==> src/design/mre_pkg.sv <==
// ----------------------------------------------------------------------------
// mre_pkg
// Types, widths, operation codes and saturation helper shared by the matrix
// row operation engine.
// ----------------------------------------------------------------------------
`default_nettype none

package mre_pkg;

    localparam int DATA_W       = 32;
    localparam int IDX_W        = 4;
    localparam int DIM_W        = 5;
    localparam int FUNC_W       = 3;
    localparam int RESULT_LIMIT = 16;

    localparam int S_TDATA_W = 80;
    localparam int M_TDATA_W = 40;
    localparam int CFG_IDX_W = 2;

    // Q16.16 product handling widths
    localparam int PROD_W = 2 * DATA_W;
    localparam int QUOT_W = PROD_W - 16;
    localparam int DIFF_W = QUOT_W + 1;

    // Cycles to wait after the last row read so every write-back has landed
    localparam logic [2:0] PIPE_DRAIN = 3'd5;

    typedef enum logic [CFG_IDX_W-1:0] {
        CFG_ROWS = 2'd0,
        CFG_COLS = 2'd1
    } cfg_reg_t;

    typedef enum logic [FUNC_W-1:0] {
        FN_WRITE = 3'd0,
        FN_READ  = 3'd1,
        FN_ROW   = 3'd2,
        FN_COL   = 3'd3,
        FN_SWAP  = 3'd4,
        FN_SCALE = 3'd5,
        FN_SUB   = 3'd6
    } func_t;

    function automatic logic signed [DATA_W-1:0] sat32(input logic signed [DIFF_W-1:0] v);
        logic signed [DIFF_W-1:0] hi;
        logic signed [DIFF_W-1:0] lo;
        hi = DIFF_W'(64'sd2147483647);
        lo = DIFF_W'(-64'sd2147483648);
        if (v > hi)
            return 32'sh7FFFFFFF;
        else if (v < lo)
            return 32'sh80000000;
        else
            return $signed(v[DATA_W-1:0]);
    endfunction

endpackage

`default_nettype wire

==> src/design/mre_arith.sv <==
// ----------------------------------------------------------------------------
// mre_arith
// Three-stage write-back path for scale and subtract: multiply, truncate
// the Q16.16 product toward zero, then subtract and saturate.
// ----------------------------------------------------------------------------
`default_nettype none

module mre_arith
    import mre_pkg::*;
#(
    parameter int ADDR_W = 8
)
(
    input  wire logic                     clk,
    input  wire logic                     rst_n,
    input  wire logic                     in_valid,
    input  wire logic                     in_is_sub,
    input  wire logic signed [DATA_W-1:0] in_a,
    input  wire logic signed [DATA_W-1:0] in_b,
    input  wire logic signed [DATA_W-1:0] in_factor,
    input  wire logic        [ADDR_W-1:0] in_addr,
    output logic                          wr_valid,
    output logic             [ADDR_W-1:0] wr_addr,
    output logic signed      [DATA_W-1:0] wr_data
);

    logic signed [DATA_W-1:0] mul_src;
    logic signed [PROD_W-1:0] prod_next;
    logic signed [PROD_W-1:0] prod_adj;
    logic signed [QUOT_W-1:0] quot_next;
    logic signed [DIFF_W-1:0] diff_next;

    logic                     p_valid_reg;
    logic                     p_sub_reg;
    logic signed [DATA_W-1:0] p_a_reg;
    logic        [ADDR_W-1:0] p_addr_reg;
    logic signed [PROD_W-1:0] p_prod_reg;

    logic                     q_valid_reg;
    logic                     q_sub_reg;
    logic signed [DATA_W-1:0] q_a_reg;
    logic        [ADDR_W-1:0] q_addr_reg;
    logic signed [QUOT_W-1:0] q_quot_reg;

    logic                     w_valid_reg;
    logic        [ADDR_W-1:0] w_addr_reg;
    logic signed [DATA_W-1:0] w_data_reg;

    assign mul_src   = in_is_sub ? in_b : in_a;
    assign prod_next = PROD_W'(mul_src) * PROD_W'(in_factor);

    // bias negative products so the arithmetic shift truncates toward zero
    assign prod_adj  = p_prod_reg + (p_prod_reg[PROD_W-1] ? PROD_W'(65535) : PROD_W'(0));
    assign quot_next = $signed(prod_adj[PROD_W-1:16]);

    assign diff_next = q_sub_reg ? (DIFF_W'(q_a_reg) - DIFF_W'(q_quot_reg))
                                 : DIFF_W'(q_quot_reg);

    always_ff @(posedge clk or negedge rst_n)
    begin
        if (!rst_n)
        begin
            p_valid_reg <= 1'b0;
            q_valid_reg <= 1'b0;
            w_valid_reg <= 1'b0;
        end
        else
        begin
            p_valid_reg <= in_valid;
            q_valid_reg <= p_valid_reg;
            w_valid_reg <= q_valid_reg;
        end
    end

    always_ff @(posedge clk)
    begin
        p_sub_reg  <= in_is_sub;
        p_a_reg    <= in_a;
        p_addr_reg <= in_addr;
        p_prod_reg <= prod_next;

        q_sub_reg  <= p_sub_reg;
        q_a_reg    <= p_a_reg;
        q_addr_reg <= p_addr_reg;
        q_quot_reg <= quot_next;

        w_addr_reg <= q_addr_reg;
        w_data_reg <= sat32(diff_next);
    end

    assign wr_valid = w_valid_reg;
    assign wr_addr  = w_addr_reg;
    assign wr_data  = w_data_reg;

endmodule

`default_nettype wire

==> config.mk <==
export PLATFORM = sky130hd
export DESIGN_NAME = mre_arith
export DESIGN_NICKNAME = d
export VERILOG_FILES = /design/src/design/mre_pkg.sv /design/src/design/mre_arith.sv
export SDC_FILE = /design/constraint.sdc
export NUM_CORES = 2
export LEC_CHECK = 0
export BUFFER_PORTS_ARGS = -buffer_cell sky130_fd_sc_hd__buf_2
export CORE_MARGIN = 4
export CORE_UTILIZATION = 28
export CTS_CLUSTER_DIAMETER = 40
export DETAILED_ROUTE_END_ITERATION = 16
export GPL_TIMING_DRIVEN = 1
export PLACE_DENSITY = 0.44
export SYNTH_ARGS = -nofsm -noshare
export SYNTH_HDL_FRONTEND = slang
export SYNTH_SLANG_ARGS = --single-unit
==> constraint.sdc <==
create_clock -name clk -period 11.4 [get_ports clk]
set_input_delay 1.14 -clock clk [delete_from_list [all_inputs] [get_ports clk]]
set_output_delay 1.14 -clock clk [all_outputs]
set_load 0.1 [all_outputs]
After elaboration in Yosys (flattened, before gate mapping). Index checks and enable logic that the tools add are counted.

Multipliers: 1. $add $sub $neg: 2. Order comparisons: 2. Multiplexer cells: 4.

Operator list (count): adder 64 x 17 -> 64 bit (1); multiplier 32 x 32 -> 64 bit (1); two-way mux 32 bit (2); greater-than comparator 49 x 32 -> 1 bit, second input constant (1); < comparator 49 x 32 -> 1 bit, second input constant (1); two-way mux 49 bit (1); subtractor 32 x 48 -> 49 bit (1); two-way mux 16 bit (1).

Output and inout port bits: 41. Word-level logic and storage cells: 22. Bits in registers: 237. Input port bits: 108.

Logic depth before layout (Yosys ltp).
Depth after elaboration: 4. Gate-level depth with buffers: 34. Gate-level depth less buffers: 30.

Worst setup path after synthesis. OpenSTA, ideal clock, no wires.

Path type: input -> register. Start: input in_is_sub. End: register p_prod_reg[62]. Slack: 2.134 ns. Arrival time: 9.148 ns. Cell stages on the path: 27. Required time: 11.281 ns. Buffers on the path: 3. Library setup time: 0.119 ns. Path through: clkbuf_1 buf_1 mux2_2 clkbuf_1 nand2_1 inv_1 fa_1 fa_1 fa_1 fa_1 fa_1 fa_1 fa_1 fa_1 ha_1 a21oi_1 o211ai_1 a21oi_1 a31oi_1 o21ai_0 o21ai_0 a21oi_1 a211o_1 o21a_1 o31ai_1 a21oi_1 xnor2_1.

Longest elaborated chain between the ends: 2.

RTL lines: start: declaration (line mre_arith.sv:17) `input wire logic in_is_sub,`; two-way mux 32 bit (line mre_arith.sv:49) `assign mul_src = in_is_sub ? in_b : in_a;`; multiplier 32 x 32 -> 64 bit (line mre_arith.sv:50) `assign prod_next = PROD_W'(mul_src) * PROD_W'(in_factor);`; net prod_next[62] (line mre_arith.sv:28) `logic signed [PROD_W-1:0] prod_next;`; end signal: assignment (line mre_arith.sv:80) `p_prod_reg <= prod_next;`; end: declaration (line mre_arith.sv:37) `logic signed [PROD_W-1:0] p_prod_reg;`.

The timed path passes the listed nets, and every way through them passes these cells. A chain may end at the register's enable or synchronous reset.

Final worst setup path. Ends and elaborated chain as after synthesis.

==> qor.csv <==
metric,value,unit
ys_seq_area_share,10.3,%
r2r_cells,15,
syn_avg_cell_area,9.44,sq um
htreeDepth,1,
fp.dieH,414,microns
startpoint,in_is_sub,
wire_per_inst,20.2,microns
grtUsageTotal,16.8,%
crit_type,in -> reg,
synth_seq_cells,237,
yosys.area.top_type_share,46.9,%
start_util,28.3,%
rows,148,
remaining_drc_errors,0,
syn-instance-count,4899,
arrival,10.79,ns
period_needed,10.34,ns
synthArstFlopShare,1.27,%
setup_tns,0,ns
synth_edf_count,0,
die_w,414,microns
drive_gt1_share,6.25,%
worst_pin_slew,1.06,ns
start_kind,input pin,
cts_sinks,237,
hp-start,q_addr_reg[7],
cts-root-buf,clkbuf_16,
critical_path_required,11.85,ns
synth_area,46200,sq um
grt_antenna_before_repair,8,
clock_path_buffers,3,
gp_congestion,0.879,
cts_setup_buffers,0,
fin_nets,6314,
synth_cell_types,82,
path_common_cell,fa_1,
cpMaxStageDelayCell,mux2_2,
largest_reg_flops,64,
ys.flop_type,dfxtp_1,
maxSlewViolCount,0,
cp_max_fo,25,
synth_common_cells,"fa_1 (1083), inv_1 (1055), nand2_1 (575), and2_1 (519), ha_1 (247)",
clkLatencyLatePin,0.56,ns
port_buffers,148,
grt_first_pass_wirelength,224,mm
hp-class,reg -> reg,
die-area,172000,sq um
clock_skew,0.0314,ns
drtAntennaViolNets,0,
ctsResizeCount,0,
synth_nets,6337,
min_delay_path_depth,0,
dr.first_iter.drc_count,1654,
tritoncts,yes,
synthToLayoutAreaGrowth,7.92,%
yosysMostFrequentCell,fa_1,
grt_pass1_vias,35829,
io_pins,149,
cap_violations,0,
post-dp-hpwl,117,mm
synth_top_cell_by_area,fa_1,
post-place-ws,0.578,ns
grt_max_degree,39,
num_vias,32010,
vias_per_cell,4.53,
finalCritPeriodShare,90.7,%
drt_first_pass_iters,5,
fp.coreArea,164000,sq um
ys_warn_count,0,
routed_wirelength,143,mm
setup_violations,0,
slew_headroom,28.9,%
r2r_start,q_quot_reg[0],
rsz0062_at_grt,false,
overflow,0,
finalWorstSetupSlack,1.06,ns
max_stage_delay,0.88,ns
end_kind,flop,
fmax,96.7,MHz
clk_pin_slew_worst_paths,0.07,ns
holdBufCountCts,0,
finalHoldViolCount,0,
cts_buffers,26,
netlist_top_cells_area,"fa_1 (47%), dfxtp_1 (10%), inv_1 (8.6%), and2_1 (7.0%), ha_1 (6.7%)",
outcome,finished clean,
[placed cells by master (no fill, tap or decap), types with 40 or more instances in the layout]
master,Yosys,routed
nor2_1,114,114
xnor2_1,104,104
fa_1,1083,1083
and2_1,519,519
a21o_1,54,54
nand3_1,45,45
ha_1,247,247
dfxtp_1,234,233
nand2_1,575,575
o21ai_0,69,69
inv_1,1055,1055
a21oi_1,126,126
buf_2,0,148
buf_4,4,40
xor2_1,49,49
[layout make-up]
type | count | area (sq um)
fillers | 17197 | 114000
multi-input cells | 3367 | 36500
flip-flops and latches | 237 | 4760
inverters | 1056 | 3960
well taps | 2175 | 2720
repair buffers | 188 | 1040
clock buffers | 29 | 692
clock inverters | 19 | 223
diodes | 2 | 5.00
[kinds of logic (layout without fill, tap and decap cells)]
logic type | Yosys count | count (layout) | synth area share, %
AOI/OAI and AO/OA | 410 | 410 | 5.66
xor gates and xnor gates | 153 | 153 | 2.90
adders and majority gates | 1330 | 1330 | 53.6
buffers and inverters | 1295 | 1292 | 10.8
DFF | 237 | 237 | 10.3
muxes | 62 | 62 | 1.43
other | 0 | 2 | 0
and+or+nand+nor | 1412 | 1412 | 15.4
[layer usage]
layer  part of all wire (%)  vias to the layer above  track usage, %
met2                     48                      707            29.1
met5                      0                        -               0
met1                     46                    16710            23.2
li1                       -                    14489               -
met3                    3.9                      104            1.64
met4                    1.8                        0            2.94
[path summary, 6_finish.rpt]
kind | endpoint | slack (ns)
max | p_prod_reg[62] | 1.06
min | wr_addr[7] | 0.32
max reg2reg | wr_data[0] | 6.33
min reg2reg | wr_addr[7] | 0.32
max in group asynchronous | p_valid_reg | 10.94
min in group asynchronous | q_valid_reg | 0.36
[worst max-delay path, delay by kind of cell]
family | cells | cell delay [ns]
adder cells (fa/ha/maj) | 9 | 4.57
XOR/XNOR | 1 | 0.13
multiplexers | 1 | 0.88
AND/OR/NAND/NOR | 3 | 0.43
AO/OA/AOI/OAI | 9 | 2.29
buffers and inverters | 7 | 1.29
[metrics by stage]
stage | hold WS, ns | cell area [sq um] | util (%) | cells
final | 0.317 | 49900 | 30.5 | 7073
after global routing | 0.324 | 49900 | 30.5 | 7071
after global placement | 0.309 | 49000 | 30.0 | 7023
after floorplan | 0.310 | 46200 | - | 4899
after CTS | 0.314 | 49900 | 30.5 | 7071
after detailed placement | 0.312 | 49000 | 30.0 | 7023
Power is left out: the tool's default activity adds up to more than one toggle a clock period on the data nets, which glitch-free logic cannot reach.
